`config.mk`:
```
export PLATFORM = sky130hd
export DESIGN_NAME = format_ipv6_address_text
export DESIGN_NICKNAME = d
export VERILOG_FILES = /design/src/design/fmt6_pkg.sv /design/src/design/fmt6_front.sv /design/src/design/fmt6_queue.sv /design/src/design/fmt6_back.sv /design/src/design/format_ipv6_address_text.sv
export SDC_FILE = /design/constraint.sdc
export NUM_CORES = 1
export LEC_CHECK = 0
export BUFFER_PORTS_ARGS = -buffer_cell sky130_fd_sc_hd__buf_2
export CAP_MARGIN = 20
export CORE_MARGIN = 3
export CORE_UTILIZATION = 50
export CTS_CLUSTER_DIAMETER = 30
export CTS_CLUSTER_SIZE = 16
export DETAILED_ROUTE_END_ITERATION = 8
export PLACE_DENSITY = 0.68
export SETUP_SLACK_MARGIN = 0.4
export SYNTH_ARGS = -nofsm -noshare
export SYNTH_HDL_FRONTEND = slang
export SYNTH_HIERARCHICAL = 1
export SYNTH_SLANG_ARGS = --single-unit
```
`constraint.sdc`:
```
create_clock -name clock -period 20.2 [get_ports clock]
set_input_delay 1.01 -clock clock [delete_from_list [all_inputs] [get_ports clock]]
set_output_delay 1.01 -clock clock [all_outputs]
set_load 0.005 [all_outputs]
```
`src/design/fmt6_pkg.sv`:
```
// shared types, constants and helper functions for the ipv6 text formatter
`timescale 1ns / 1ps

package fmt6_pkg;

   // address layout
   localparam int GROUP_COUNT = 8;
   localparam int GROUP_WIDTH = 16;
   localparam int HALF_WIDTH  = 64;
   localparam int CHAR_WIDTH  = 7;

   // ascii codes
   localparam logic [CHAR_WIDTH-1:0] CHAR_ZERO  = 7'h30;
   localparam logic [CHAR_WIDTH-1:0] CHAR_A     = 7'h61;
   localparam logic [CHAR_WIDTH-1:0] CHAR_COLON = 7'h3a;

   // default depth of the queue between front and back
   localparam int DEFAULT_QUEUE_DEPTH = 2;

   // one classified address as it travels through the queue
   typedef struct packed {
      logic [HALF_WIDTH-1:0] addr_high;
      logic [HALF_WIDTH-1:0] addr_low;
      logic                  skip_en;
      logic [2:0]            skip_first;
      logic [2:0]            skip_resume;
   } fmt6_entry_type;

   // back-end status seen by the top level
   typedef struct packed {
      logic busy;
      logic emit_last;
   } fmt6_back_status_type;

   // pick one 16-bit group, group 0 in the top bits of the high half
   function automatic logic [GROUP_WIDTH-1:0] group_of(
      input logic [HALF_WIDTH-1:0] hi,
      input logic [HALF_WIDTH-1:0] lo,
      input logic [2:0]            idx
   );
      logic [HALF_WIDTH-1:0]  half;
      logic [GROUP_WIDTH-1:0] grp;
      half = idx[2] ? lo : hi;
      unique case (idx[1:0])
         2'd0: grp = half[63:48];
         2'd1: grp = half[47:32];
         2'd2: grp = half[31:16];
         2'd3: grp = half[15:0];
      endcase
      return grp;
   endfunction

   // lowercase hex digit
   function automatic logic [CHAR_WIDTH-1:0] hex_char(input logic [3:0] nib);
      logic [CHAR_WIDTH-1:0] ch;
      if (nib < 4'd10) begin
         ch = CHAR_ZERO + CHAR_WIDTH'(nib);
      end else begin
         ch = CHAR_A + CHAR_WIDTH'(nib - 4'd10);
      end
      return ch;
   endfunction

endpackage

```
`src/design/fmt6_front.sv`:
```
// front end: accepts addresses and locates the zero run to compress
`timescale 1ns / 1ps

module fmt6_front (
   input  logic                     req_valid,
   output logic                     req_stall,
   input  logic [63:0]              req_addr_high,
   input  logic [63:0]              req_addr_low,
   input  logic                     q_full,
   output logic                     q_push,
   output fmt6_pkg::fmt6_entry_type q_data
);
   import fmt6_pkg::*;

   logic [GROUP_COUNT-1:0] zero_grp;
   logic                   skip_en;
   logic [2:0]             skip_first;
   logic [2:0]             skip_resume;

   // per-group zero flags
   always_comb begin
      for (int i = 0; i < GROUP_COUNT; i++) begin
         zero_grp[i] = (group_of(req_addr_high, req_addr_low, 3'(i)) == '0);
      end
   end

   // first zero group among groups 1..6 opens the compression
   always_comb begin
      skip_en    = 1'b0;
      skip_first = 3'd0;
      for (int i = 1; i < GROUP_COUNT - 1; i++) begin
         if (!skip_en && zero_grp[i]) begin
            skip_en    = 1'b1;
            skip_first = 3'(i);
         end
      end
   end

   // first nonzero group after the run, never past the last group
   always_comb begin
      skip_resume = 3'(GROUP_COUNT - 1);
      for (int j = GROUP_COUNT - 2; j >= 2; j--) begin
         if (skip_en && (3'(j) > skip_first) && !zero_grp[j]) begin
            skip_resume = 3'(j);
         end
      end
   end

   // push classified entry into the queue
   assign req_stall          = q_full;
   assign q_push             = req_valid && !q_full;
   assign q_data.addr_high   = req_addr_high;
   assign q_data.addr_low    = req_addr_low;
   assign q_data.skip_en     = skip_en;
   assign q_data.skip_first  = skip_first;
   assign q_data.skip_resume = skip_resume;

endmodule

```
`src/design/fmt6_queue.sv`:
```
// short fifo of classified addresses between front and back
`timescale 1ns / 1ps

module fmt6_queue #(
   parameter int DEPTH = fmt6_pkg::DEFAULT_QUEUE_DEPTH
) (
   input  logic                                 clock,
   input  logic                                 reset,
   input  logic                                 push,
   input  fmt6_pkg::fmt6_entry_type             push_data,
   input  logic                                 pop,
   output fmt6_pkg::fmt6_entry_type             pop_data,
   output logic                                 full,
   output logic                                 empty,
   output logic [$clog2(DEPTH+1)-1:0]           count
);
   import fmt6_pkg::*;

   localparam int PTR_W = (DEPTH > 1) ? $clog2(DEPTH) : 1;
   localparam int CNT_W = $clog2(DEPTH + 1);

   fmt6_entry_type entries_ff [DEPTH];
   logic [PTR_W-1:0] wr_ptr_ff, wr_ptr_in;
   logic [PTR_W-1:0] rd_ptr_ff, rd_ptr_in;
   logic [CNT_W-1:0] count_ff, count_in;

   // pointer and fill count update
   always_comb begin
      wr_ptr_in = wr_ptr_ff;
      rd_ptr_in = rd_ptr_ff;
      count_in  = count_ff;
      if (push) begin
         wr_ptr_in = (wr_ptr_ff == PTR_W'(DEPTH - 1)) ? '0 : wr_ptr_ff + 1'b1;
      end
      if (pop) begin
         rd_ptr_in = (rd_ptr_ff == PTR_W'(DEPTH - 1)) ? '0 : rd_ptr_ff + 1'b1;
      end
      if (push && !pop) begin
         count_in = count_ff + 1'b1;
      end else if (pop && !push) begin
         count_in = count_ff - 1'b1;
      end
   end

   always_ff @(posedge clock) begin
      if (reset) begin
         wr_ptr_ff <= '0;
         rd_ptr_ff <= '0;
         count_ff  <= '0;
      end else begin
         wr_ptr_ff <= wr_ptr_in;
         rd_ptr_ff <= rd_ptr_in;
         count_ff  <= count_in;
      end
   end

   // entry storage
   always_ff @(posedge clock) begin
      if (push) begin
         entries_ff[wr_ptr_ff] <= push_data;
      end
   end

   assign pop_data = entries_ff[rd_ptr_ff];
   assign full     = (count_ff == CNT_W'(DEPTH));
   assign empty    = (count_ff == '0);
   assign count    = count_ff;

endmodule

```
`src/design/fmt6_back.sv`:
```
// back end: sequences the characters of one address, one per cycle while the output is not stalled
`timescale 1ns / 1ps

module fmt6_back (
   input  logic                           clock,
   input  logic                           reset,
   input  logic                           q_empty,
   input  fmt6_pkg::fmt6_entry_type       q_data,
   output logic                           q_pop,
   output logic                           rsp_valid,
   input  logic                           rsp_stall,
   output logic [6:0]                     rsp_out_char,
   output logic                           rsp_last_char,
   output fmt6_pkg::fmt6_back_status_type status
);
   import fmt6_pkg::*;

   // character position within a group
   localparam logic [2:0] POS_COLON  = 3'd0;
   localparam logic [2:0] POS_COLON2 = 3'd1;
   localparam logic [2:0] POS_DIG0   = 3'd2;
   localparam logic [2:0] POS_DIG1   = 3'd3;
   localparam logic [2:0] POS_DIG2   = 3'd4;
   localparam logic [2:0] POS_DIG3   = 3'd5;

   localparam logic [2:0] LAST_GROUP = 3'(GROUP_COUNT - 1);

   fmt6_entry_type        ent_ff, ent_in;
   logic                  busy_ff, busy_in;
   logic [2:0]            cur_ff, cur_in;
   logic [2:0]            pos_ff, pos_in;
   logic                  dbl_ff, dbl_in;
   logic                  out_valid_ff, out_valid_in;
   logic [CHAR_WIDTH-1:0] out_char_ff, out_char_in;
   logic                  out_last_ff, out_last_in;

   logic [GROUP_WIDTH-1:0] grp;
   logic [3:0]             nib;
   logic [CHAR_WIDTH-1:0]  ch;
   logic                   fire;
   logic                   emit_last;

   // current character
   always_comb begin
      grp = group_of(ent_ff.addr_high, ent_ff.addr_low, cur_ff);
      unique case (pos_ff)
         POS_DIG0: nib = grp[15:12];
         POS_DIG1: nib = grp[11:8];
         POS_DIG2: nib = grp[7:4];
         POS_DIG3: nib = grp[3:0];
         default:  nib = 4'd0;
      endcase
      if (pos_ff == POS_COLON || pos_ff == POS_COLON2) begin
         ch = CHAR_COLON;
      end else begin
         ch = hex_char(nib);
      end
   end

   assign emit_last = (pos_ff == POS_DIG3) && (cur_ff == LAST_GROUP);
   assign fire      = busy_ff && (!out_valid_ff || !rsp_stall);
   assign q_pop     = !q_empty && (!busy_ff || (fire && emit_last));

   // sequencer
   always_comb begin
      ent_in  = ent_ff;
      busy_in = busy_ff;
      cur_in  = cur_ff;
      pos_in  = pos_ff;
      dbl_in  = dbl_ff;
      if (fire) begin
         unique case (pos_ff)
            POS_COLON:  pos_in = dbl_ff ? POS_COLON2 : POS_DIG0;
            POS_COLON2: begin
               pos_in = POS_DIG0;
               dbl_in = 1'b0;
            end
            POS_DIG0:   pos_in = POS_DIG1;
            POS_DIG1:   pos_in = POS_DIG2;
            POS_DIG2:   pos_in = POS_DIG3;
            POS_DIG3: begin
               if (cur_ff == LAST_GROUP) begin
                  busy_in = 1'b0;
               end else begin
                  pos_in = POS_COLON;
                  if (ent_ff.skip_en && (cur_ff + 3'd1 == ent_ff.skip_first)) begin
                     cur_in = ent_ff.skip_resume;
                     dbl_in = 1'b1;
                  end else begin
                     cur_in = cur_ff + 3'd1;
                  end
               end
            end
            default:    pos_in = POS_DIG0;
         endcase
      end
      // load next address, also right after the final character
      if (q_pop) begin
         ent_in  = q_data;
         busy_in = 1'b1;
         cur_in  = 3'd0;
         pos_in  = POS_DIG0;
         dbl_in  = 1'b0;
      end
   end

   // output register
   always_comb begin
      out_valid_in = out_valid_ff;
      out_char_in  = out_char_ff;
      out_last_in  = out_last_ff;
      if (fire) begin
         out_valid_in = 1'b1;
         out_char_in  = ch;
         out_last_in  = emit_last;
      end else if (out_valid_ff && !rsp_stall) begin
         out_valid_in = 1'b0;
      end
   end

   always_ff @(posedge clock) begin
      if (reset) begin
         busy_ff      <= 1'b0;
         cur_ff       <= 3'd0;
         pos_ff       <= POS_DIG0;
         dbl_ff       <= 1'b0;
         out_valid_ff <= 1'b0;
      end else begin
         busy_ff      <= busy_in;
         cur_ff       <= cur_in;
         pos_ff       <= pos_in;
         dbl_ff       <= dbl_in;
         out_valid_ff <= out_valid_in;
      end
   end

   always_ff @(posedge clock) begin
      ent_ff      <= ent_in;
      out_char_ff <= out_char_in;
      out_last_ff <= out_last_in;
   end

   assign rsp_valid        = out_valid_ff;
   assign rsp_out_char     = out_char_ff;
   assign rsp_last_char    = out_last_ff;
   assign status.busy      = busy_ff;
   assign status.emit_last = emit_last;

endmodule

```
`src/design/format_ipv6_address_text.sv`:
```
// top level: ipv6 address to text formatter, one character per transfer
// throughput: one character per cycle while the output is not stalled, 10 to 39 characters per address, set by
//    the back-end character sequencer; the next address loads as the last char goes out
// a new address passes a queue entry, the sequencer entry register and the output register in turn
// the front classifies and queues up to QUEUE_DEPTH addresses while the back works
// reset: synchronous, active high; empties the queue and drops any address in work
`timescale 1ns / 1ps

module format_ipv6_address_text #(
   parameter int QUEUE_DEPTH = fmt6_pkg::DEFAULT_QUEUE_DEPTH
) (
   input  logic        clock,
   input  logic        reset,
   input  logic        req_valid,
   output logic        req_stall,
   input  logic [63:0] req_addr_high,
   input  logic [63:0] req_addr_low,
   output logic        rsp_valid,
   input  logic        rsp_stall,
   output logic [6:0]  rsp_out_char,
   output logic        rsp_last_char
);
   import fmt6_pkg::*;

   localparam int CNT_W = $clog2(QUEUE_DEPTH + 1);

   fmt6_entry_type       push_data;
   fmt6_entry_type       pop_data;
   fmt6_back_status_type back_status;
   logic                 q_push;
   logic                 q_pop;
   logic                 q_full;
   logic                 q_empty;
   logic [CNT_W-1:0]     q_count;

   // classify and enqueue
   fmt6_front u_front (
      .req_valid     (req_valid),
      .req_stall     (req_stall),
      .req_addr_high (req_addr_high),
      .req_addr_low  (req_addr_low),
      .q_full        (q_full),
      .q_push        (q_push),
      .q_data        (push_data)
   );

   // decoupling queue
   fmt6_queue #(
      .DEPTH (QUEUE_DEPTH)
   ) u_queue (
      .clock     (clock),
      .reset     (reset),
      .push      (q_push),
      .push_data (push_data),
      .pop       (q_pop),
      .pop_data  (pop_data),
      .full      (q_full),
      .empty     (q_empty),
      .count     (q_count)
   );

   // character sequencer
   fmt6_back u_back (
      .clock         (clock),
      .reset         (reset),
      .q_empty       (q_empty),
      .q_data        (pop_data),
      .q_pop         (q_pop),
      .rsp_valid     (rsp_valid),
      .rsp_stall     (rsp_stall),
      .rsp_out_char  (rsp_out_char),
      .rsp_last_char (rsp_last_char),
      .status        (back_status)
   );

   // queue never holds more than its depth
   a_queue_bound: assert property (@(posedge clock) disable iff (reset)
      q_count <= CNT_W'(QUEUE_DEPTH))
      else $error("queue overfilled");

   // the final character of an address is always a hex digit
   a_last_is_digit: assert property (@(posedge clock) disable iff (reset)
      rsp_valid && rsp_last_char |-> rsp_out_char != CHAR_COLON)
      else $error("last character is a colon");

   // a taken non-final character means the sequencer still owns that address
   a_busy_mid_text: assert property (@(posedge clock) disable iff (reset)
      rsp_valid && !rsp_stall && !rsp_last_char |-> back_status.busy)
      else $error("sequencer idle in the middle of an address");

   // nothing leaves the block right after reset
   a_reset_quiet: assert property (@(posedge clock)
      $past(reset) |-> !rsp_valid)
      else $error("result valid right after reset");

endmodule
```
==> impl_metrics.xml, run 1 <==
<?xml version="1.0" encoding="UTF-8"?>
<metrics>
  <group name="status">
    <metric name="result_of_the_run" unit="">finished, final reports clean</metric>
  </group>
  <group name="cts">
    <metric name="htree_num_levels" unit="">3</metric>
    <metric name="postCtsSetupBuffers" unit="">0</metric>
    <metric name="tritoncts" unit="">yes</metric>
    <metric name="tritoncts.num_buffers" unit="">79</metric>
    <metric name="holdBufCountCts" unit="">0</metric>
    <metric name="clk_pin_slew_worst_paths" unit="ps">50</metric>
    <metric name="cts_max_path_buffers" unit="">3</metric>
    <metric name="clock-sinks" unit="">427</metric>
    <metric name="cts_root_buffer" unit="">clkbuf_16</metric>
    <metric name="cts_repair_resize_count" unit="">0</metric>
    <metric name="clk_latency" unit="ps">590</metric>
  </group>
  <group name="worst_setup_path">
    <metric name="setup.worst_path.class" unit="">flip-flop to flip-flop</metric>
    <metric name="crit_path_start_kind" unit="">flip-flop</metric>
    <metric name="critical_path.n_buffers_inverters" unit="">2</metric>
    <metric name="slowest_stage" unit="">buf_4</metric>
    <metric name="critical_path.cell_chain" unit="">and3b_1 -&gt; nand3_1 -&gt; a21oi_4 -&gt; buf_4 -&gt; buf_4 -&gt; or2_2 -&gt; a211oi_1</metric>
    <metric name="timing.critical_path.slowest_cell_delay" unit="ps">770</metric>
    <metric name="max_fo_critical_path" unit="">77</metric>
    <metric name="required_time_at_the_worst_slack_endpoint" unit="ps">20620</metric>
    <metric name="worst_setup_path_end_kind" unit="">flip-flop</metric>
    <metric name="cp_top_family" unit="">buffers and inverters</metric>
    <metric name="crit_arrival" unit="ps">3850</metric>
    <metric name="critical_path.most_common_cell" unit="">buf_4</metric>
  </group>
  <group name="sta">
    <metric name="fin_skew" unit="ps">41.55</metric>
    <metric name="maxSlewHeadroom" unit="%">30.04</metric>
    <metric name="layout_min_cycle_time" unit="ps">3430</metric>
    <metric name="worstMarginPinSlew" unit="ps">1049</metric>
    <metric name="setup_viol" unit="">0</metric>
    <metric name="max_clock_freq" unit="MHz">291.6</metric>
    <metric name="rsz0062_at_grt" unit="">no</metric>
    <metric name="finalHoldViolCount" unit="">0</metric>
    <metric name="final.setup.tns" unit="ps">0</metric>
    <metric name="post-route-period-util" unit="%">16.98</metric>
    <metric name="maxSlewViolCount" unit="">0</metric>
    <metric name="setup_slack" unit="ps">16770</metric>
  </group>
  <group name="final_layout">
    <metric name="finish.cell_count_without_fillers" unit="">1559</metric>
    <metric name="final.fill_count" unit="">2514</metric>
    <metric name="area_growth" unit="%">16.24</metric>
    <metric name="count_of_nets_after_finishing" unit="">1187</metric>
    <metric name="drive_above_1_share" unit="%">39.91</metric>
  </group>
  <group name="die">
    <metric name="die_span_in_y" unit="um">193.2</metric>
    <metric name="io-pin-count" unit="">142</metric>
    <metric name="num_rows" unit="">67</metric>
    <metric name="floorplan.initialDensity" unit="%">51.47</metric>
    <metric name="fp.dieArea" unit="sq um">37310</metric>
    <metric name="floorplan.core_area" unit="sq um">34040</metric>
    <metric name="fp.dieW" unit="um">193.2</metric>
  </group>
  <group name="global_route">
    <metric name="grt_util_all_layers" unit="%">18.16</metric>
    <metric name="overflow" unit="">0</metric>
    <metric name="grt_pass1_wl" unit="mm">50.22</metric>
    <metric name="largest_net_degree_at_the_start_of_global_routing" unit="">78</metric>
    <metric name="antenna_found_initial" unit="">1</metric>
    <metric name="first_global_vias" unit="">8623</metric>
  </group>
  <group name="power">
    <metric name="power.static_leakage" unit="nW">7.115</metric>
    <metric name="power_per_cell_area" unit="nW/um^2">149.3</metric>
    <metric name="irDropWorstVdd" unit="V">0.00008082</metric>
    <metric name="total_power" unit="mW">3.041</metric>
  </group>
  <group name="routing">
    <metric name="top_layer_used" unit="">met4</metric>
    <metric name="drc" unit="">0</metric>
    <metric name="route.final.wire_length" unit="mm">33.59</metric>
    <metric name="wl_per_cell" unit="um">21.55</metric>
    <metric name="post_drt_via_cell_ratio" unit="">5.511</metric>
    <metric name="met3WireLength" unit="mm">2.675</metric>
    <metric name="m1WireLength" unit="mm">14.87</metric>
    <metric name="via_count" unit="">8592</metric>
    <metric name="drt_first_iter_violations" unit="">824</metric>
    <metric name="detail-route-antenna-nets" unit="">0</metric>
    <metric name="detailedRoute.firstPassIterationCount" unit="">7</metric>
    <metric name="met2WireLength" unit="mm">15.18</metric>
  </group>
  <group name="placed_design">
    <metric name="post-place-ws" unit="ps">16450</metric>
    <metric name="io_buffer_count" unit="">141</metric>
    <metric name="dpl.cell_count" unit="">1413</metric>
    <metric name="final_hpwl_dp" unit="mm">21.16</metric>
    <metric name="gp_routability_congestion" unit="">0.8218</metric>
  </group>
  <group name="hold_path">
    <metric name="hold_class" unit="">flip-flop to flip-flop</metric>
  </group>
  <group name="yosys">
    <metric name="net_count_after_synthesis" unit="">1118</metric>
    <metric name="syn_avg_cell_area" unit="sq um">17.93</metric>
    <metric name="syn-cell-area" unit="sq um">17520</metric>
    <metric name="synthesis.yosys.warnings" unit="">6</metric>
    <metric name="post_synth_inst_count" unit="">977</metric>
  </group>
  <group name="run">
    <metric name="drv.max_cap_violation_count" unit="">0</metric>
  </group>
</metrics>
-- layer usage --
| metal | GRT usage [%] | vias to the layer above |
|---|---|---|
| li1 | - | 3881 |
| met2 | 26.10 | 352 |
| met4 | 7.538 | 0 |
| met1 | 26.92 | 4301 |
| met3 | 4.140 | 58 |
| met5 | 0 | - |
-- final cells by class --
class                           count  area, sq um  share of cell area [%]
Antenna cell                        1        2.502                 0.01229
Clock buffer                       88         2032                   9.980
Clock inverter                     57        660.6                   3.245
Inverter                            8        32.53                  0.1598
Multi-Input combinational cell    378         3598                   17.67
Sequential cell                   427        12690                   62.31
Tap cell                          448        560.5                   2.753
Timing Repair Buffer              152        788.3                   3.871
-- layout by cell type, fill, tap and decap left out, drive strengths merged, types with 10 or more instances in the layout --
master / count
a21oi: 13
a222oi: 26
a22oi: 11
buf: 152
clkbuf: 88
clkinv: 28
dfxtp: 14
edfxtp: 413
inv: 20
mux2: 142
mux2i: 21
nand2: 18
nand3: 13
nor2: 15
nor4: 24
o21ai: 10
-- final timing paths --
kind / depth (start not counted) / from / end / slack (ps)
setup / recovery: 7 / u_back/pos_ff[2] / u_back/cur_ff[1] / 16770
hold / removal: 2 / u_back/rsp_valid / u_back/rsp_valid / 510
setup reg to reg: 7 / u_back/pos_ff[2] / u_back/cur_ff[1] / 16770
hold reg to reg: 2 / u_back/rsp_valid / u_back/rsp_valid / 510
-- worst register-to-register path, cell delays in order (launching register included) --
cell and delay (ps):
dfxtp_1 560, and3b_1 340, nand3_1 190, a21oi_4 190, buf_4 770, buf_4 800, or2_2 350, a211oi_1 70
-- sequential cells by signal, summed over array words and instances, names as in the netlist, 2 cells and up, named ones only --
name,flops
u_back/ent_ff,135
u_queue/count,2
u_queue/entries_ff,270
u_back/cur_ff,3
u_back/rsp_out_char,7
u_back/pos_ff,3
-- metrics by stage --
| stage | util [%] | area [sq um] | hold slack (ps) |
|---|---|---|---|
| 5_1_grt | 59.82 | 20360 | 540.2 |
| 4_1_cts | 59.82 | 20360 | 517.6 |
| 3_5_place_dp | 51.90 | 17670 | 502.7 |
| 2_1_floorplan | - | 17520 | 456.6 |
| 6_report | 59.82 | 20360 | 512.6 |
| 3_3_place_gp | 51.90 | 17670 | 478.5 |
-- report_power, final --
group	internal (mW)	total [mW]	switching (mW)
logic	0.170	0.406	0.236
clock network	0.842	1.30	0.455
registers	1.26	1.34	0.0757
total	2.27	3.04	0.767
No activity file was read; power rests on OpenSTA's default activity.
==> inputs of run 2 (changes only) <==
ABC_AREA = 1   (was default)
PLACE_DENSITY = 0.71   (was 0.68)
clock period = 2.9 ns   (was 20.2 ns; I/O delays follow)
==> run 2 against run 1 <==
Count of clock-buffer cells in the layout is 3 higher. Worst hold slack worse by 240 ps. Combinational power grew to 8.4 times the previous value. Sequential power grew to 7.1 times the previous value. Synthesized cell count is 24% higher. Fmax is 47% higher. Critical path depth is 7 higher. Sequential cell count stayed put. Utilization is 5.2 points higher.
==> impl_metrics.xml, run 2 <==
<?xml version="1.0" encoding="UTF-8"?>
<metrics>
  <group name="power">
    <metric name="power_per_cell_area" unit="nW/um^2">1017</metric>
    <metric name="power.static_leakage" unit="nW">8.502</metric>
    <metric name="net-switching-power" unit="mW">6.183</metric>
    <metric name="sequentialPowerShare" unit="%">41.4</metric>
    <metric name="comb_power_share" unit="%">14.9</metric>
    <metric name="irDropWorstVdd" unit="V">0.0006283</metric>
    <metric name="total_power" unit="mW">23.08</metric>
    <metric name="p_int" unit="mW">16.90</metric>
    <metric name="netSwitchingFraction" unit="%">26.79</metric>
    <metric name="clockPowerShare" unit="%">43.7</metric>
  </group>
  <group name="die">
    <metric name="fp.dieArea" unit="sq um">38050</metric>
    <metric name="io-pin-count" unit="">142</metric>
    <metric name="fp.dieW" unit="um">195.1</metric>
    <metric name="floorplan.core_area" unit="sq um">34880</metric>
    <metric name="die_span_in_y" unit="um">195.1</metric>
    <metric name="floorplan.initialDensity" unit="%">51.24</metric>
    <metric name="num_rows" unit="">68</metric>
  </group>
  <group name="routing">
    <metric name="via_count" unit="">10031</metric>
    <metric name="post_drt_via_cell_ratio" unit="">5.110</metric>
    <metric name="drc" unit="">0</metric>
    <metric name="detail-route-antenna-nets" unit="">0</metric>
    <metric name="route.final.wire_length" unit="mm">38.15</metric>
    <metric name="wl_per_cell" unit="um">19.43</metric>
    <metric name="drt_first_iter_violations" unit="">755</metric>
    <metric name="detailedRoute.firstPassIterationCount" unit="">5</metric>
  </group>
  <group name="final_layout">
    <metric name="commonest_cells_after_routing_fill_and_taps_aside" unit="">edfxtp_1 (413), nand2_1 (182), buf_2 (141), dlygate4sd3_1 (131), clkbuf_16 (89)</metric>
    <metric name="drive_above_1_share" unit="%">34.55</metric>
    <metric name="most_frequent_standard_cell_in_the_layout_excluding_fill_and_tap_cells" unit="">edfxtp_1</metric>
    <metric name="largest_register_ffs" unit="">270</metric>
    <metric name="num_antenna_cells" unit="">0</metric>
    <metric name="area_growth" unit="%">26.97</metric>
    <metric name="count_of_nets_after_finishing" unit="">1576</metric>
    <metric name="finish.cell_count_without_fillers" unit="">1963</metric>
    <metric name="registers.top_by_ff_count" unit="">u_queue/entries_ff</metric>
  </group>
  <group name="sta">
    <metric name="worstMarginPinSlew" unit="ps">680.3</metric>
    <metric name="max_clock_freq" unit="MHz">428.8</metric>
    <metric name="rsz0062_at_grt" unit="">no</metric>
    <metric name="maxSlewViolCount" unit="">0</metric>
    <metric name="post-route-period-util" unit="%">80.41</metric>
    <metric name="fin_skew" unit="ps">28.77</metric>
    <metric name="layout_min_cycle_time" unit="ps">2332</metric>
    <metric name="finalHoldViolCount" unit="">0</metric>
    <metric name="maxSlewHeadroom" unit="%">54.48</metric>
    <metric name="setup_viol" unit="">0</metric>
  </group>
  <group name="cts">
    <metric name="clock-sinks" unit="">427</metric>
    <metric name="cts_max_path_buffers" unit="">3</metric>
    <metric name="tritoncts.num_buffers" unit="">88</metric>
    <metric name="cts_root_buffer" unit="">clkbuf_16</metric>
    <metric name="clk_latency" unit="ps">600</metric>
    <metric name="htree_num_levels" unit="">3</metric>
    <metric name="clk_pin_slew_worst_paths" unit="ps">50</metric>
    <metric name="tritoncts" unit="">yes</metric>
  </group>
  <group name="global_route">
    <metric name="antenna_found_initial" unit="">0</metric>
    <metric name="overflow" unit="">0</metric>
    <metric name="first_global_vias" unit="">10431</metric>
    <metric name="grt_util_all_layers" unit="%">19.87</metric>
    <metric name="largest_net_degree_at_the_start_of_global_routing" unit="">71</metric>
    <metric name="grt_pass1_wl" unit="mm">58.15</metric>
  </group>
  <group name="worst_setup_path">
    <metric name="worst_setup_path_end_kind" unit="">flip-flop</metric>
    <metric name="cp_top_family" unit="">simple AND/OR/NAND/NOR gates</metric>
    <metric name="max_fo_critical_path" unit="">32</metric>
    <metric name="worst-r2r-cell-count" unit="">14</metric>
    <metric name="reg2reg_from" unit="">u_back/cur_ff[1]</metric>
    <metric name="regToRegEndpoint" unit="">u_back/rsp_out_char[2]</metric>
    <metric name="critical_path.most_common_cell" unit="">nand3_1</metric>
    <metric name="critical_path.n_buffers_inverters" unit="">3</metric>
    <metric name="crit_path_start_kind" unit="">flip-flop</metric>
    <metric name="required_time_at_the_worst_slack_endpoint" unit="ps">3230</metric>
    <metric name="slowest_stage" unit="">dfxtp_2</metric>
    <metric name="reg2reg_setup_slack" unit="ps">570</metric>
    <metric name="setup.worst_path.class" unit="">flip-flop to flip-flop</metric>
    <metric name="critPathLaunch" unit="">u_back/cur_ff[1]</metric>
    <metric name="timing.critical_path.slowest_cell_delay" unit="ps">370</metric>
    <metric name="crit_arrival" unit="ps">2660</metric>
    <metric name="critical_path.cell_chain" unit="">inv_1 -&gt; ha_1 -&gt; buf_8 -&gt; a21oi_1 -&gt; nand3_1 -&gt; nand3_1 -&gt; nand3_1 -&gt; nor2_1 -&gt; nor2_2 -&gt; inv_2 -&gt; ha_1 -&gt; xnor2_1 -&gt; nand3_1 -&gt; nand2_1</metric>
  </group>
  <group name="hold_path">
    <metric name="hold_class" unit="">primary input to flip-flop</metric>
    <metric name="worst_hold_path.endpoint" unit="">u_queue/entries_ff[0][7]</metric>
    <metric name="cell_depth_of_the_worst_hold_path" unit="">2</metric>
    <metric name="hp-start" unit="">req_addr_low[0]</metric>
  </group>
  <group name="yosys">
    <metric name="net_count_after_synthesis" unit="">1351</metric>
    <metric name="syn_avg_cell_area" unit="sq um">14.77</metric>
    <metric name="syn-cell-area" unit="sq um">17870</metric>
    <metric name="synthesis.yosys.warnings" unit="">6</metric>
    <metric name="post_synth_inst_count" unit="">1210</metric>
  </group>
  <group name="placed_design">
    <metric name="final_hpwl_dp" unit="mm">23.38</metric>
    <metric name="io_buffer_count" unit="">141</metric>
    <metric name="dpl.cell_count" unit="">1666</metric>
    <metric name="gp_routability_congestion" unit="">0.8932</metric>
  </group>
  <group name="run">
    <metric name="drv.max_cap_violation_count" unit="">0</metric>
  </group>
  <group name="status">
    <metric name="result_of_the_run" unit="">finished, final reports clean</metric>
  </group>
</metrics>
## run 2: metrics by stage
step / util [%] / setup TNS [ps] / worst slack, ps / area, sq um / hold WS [ps]
3_3_place_gp: 52.29 / 0 / 321.8 / 18240 / 332.6
5_1_grt: 65.06 / 0 / 386.5 / 22700 / 272.0
4_1_cts: 64.80 / 0 / 418.4 / 22600 / 245.4
3_5_place_dp: 52.29 / 0 / 243.6 / 18240 / 336.4
6_report: 65.06 / 0 / 568.0 / 22700 / 274.7
2_1_floorplan: - / -30600 / -117.1 / 17910 / 214.1
## run 2: how the worst max path moves through the flow
stage	end	slack [ps]	depth (start not counted)
final	u_back/rsp_out_char[2]	570	14
after global routing	u_queue/count[1]	390	13
after CTS	u_back/rsp_out_char[2]	420	12
after detailed placement	u_back/rsp_out_char[1]	240	14
after global placement	u_back/rsp_out_char[1]	320	14
after floorplan	u_queue/entries_ff[0][0]	-120	5
## run 2: worst reg2reg max path, delay by kind of cell (launching register included)
| family | cells | cell delay, ps |
|---|---|---|
| AND/OR/NAND/NOR | 7 | 610 |
| adder cells (fa/ha/maj) | 2 | 440 |
| flip-flops | 1 | 370 |
| buffers and inverters | 3 | 330 |
| AO/OA/AOI/OAI | 1 | 200 |
| XOR/XNOR | 1 | 130 |
## run 2: power groups by stage
stage	clock network [mW]	logic [mW]	registers (mW)
after floorplan	0	2.43	9.21
after global placement	0	3.16	9.62
after detailed placement	0	3.21	9.60
after CTS	10.2	3.40	9.54
after global routing	10.6	3.73	9.65
final	10.1	3.43	9.55
## run 2: what timing repair did
item                                   4_1_cts  5_1_grt
hold buffers                               131        0
gates cloned                                 0        0
resized for setup                            1       16
setup buffers                                0        3
endpoints found under the hold margin      265        0
setup endpoints to repair                    6        8
pin swaps                                    0        2
## run 2: routing by layer
| metal | GRT usage (%) | vias up | wire length, um |
|---|---|---|---|
| met5 | 0 | - | 0 |
| met4 | 7.526 | 0 | 1067 |
| met3 | 4.658 | 84 | 2157 |
| met2 | 31.82 | 342 | 18330 |
| li1 | - | 4691 | - |
| met1 | 26.72 | 4914 | 16590 |
## run 2: final cells by class
type	instances	area (sq um)
timing repair buffer	295	2310
multi-input combinational	575	3862
clock buffer	91	2235
tap	455	569.3
sequential	427	12690
fill	2422	12190
clock inverter	72	814.5
inverter	48	212.7
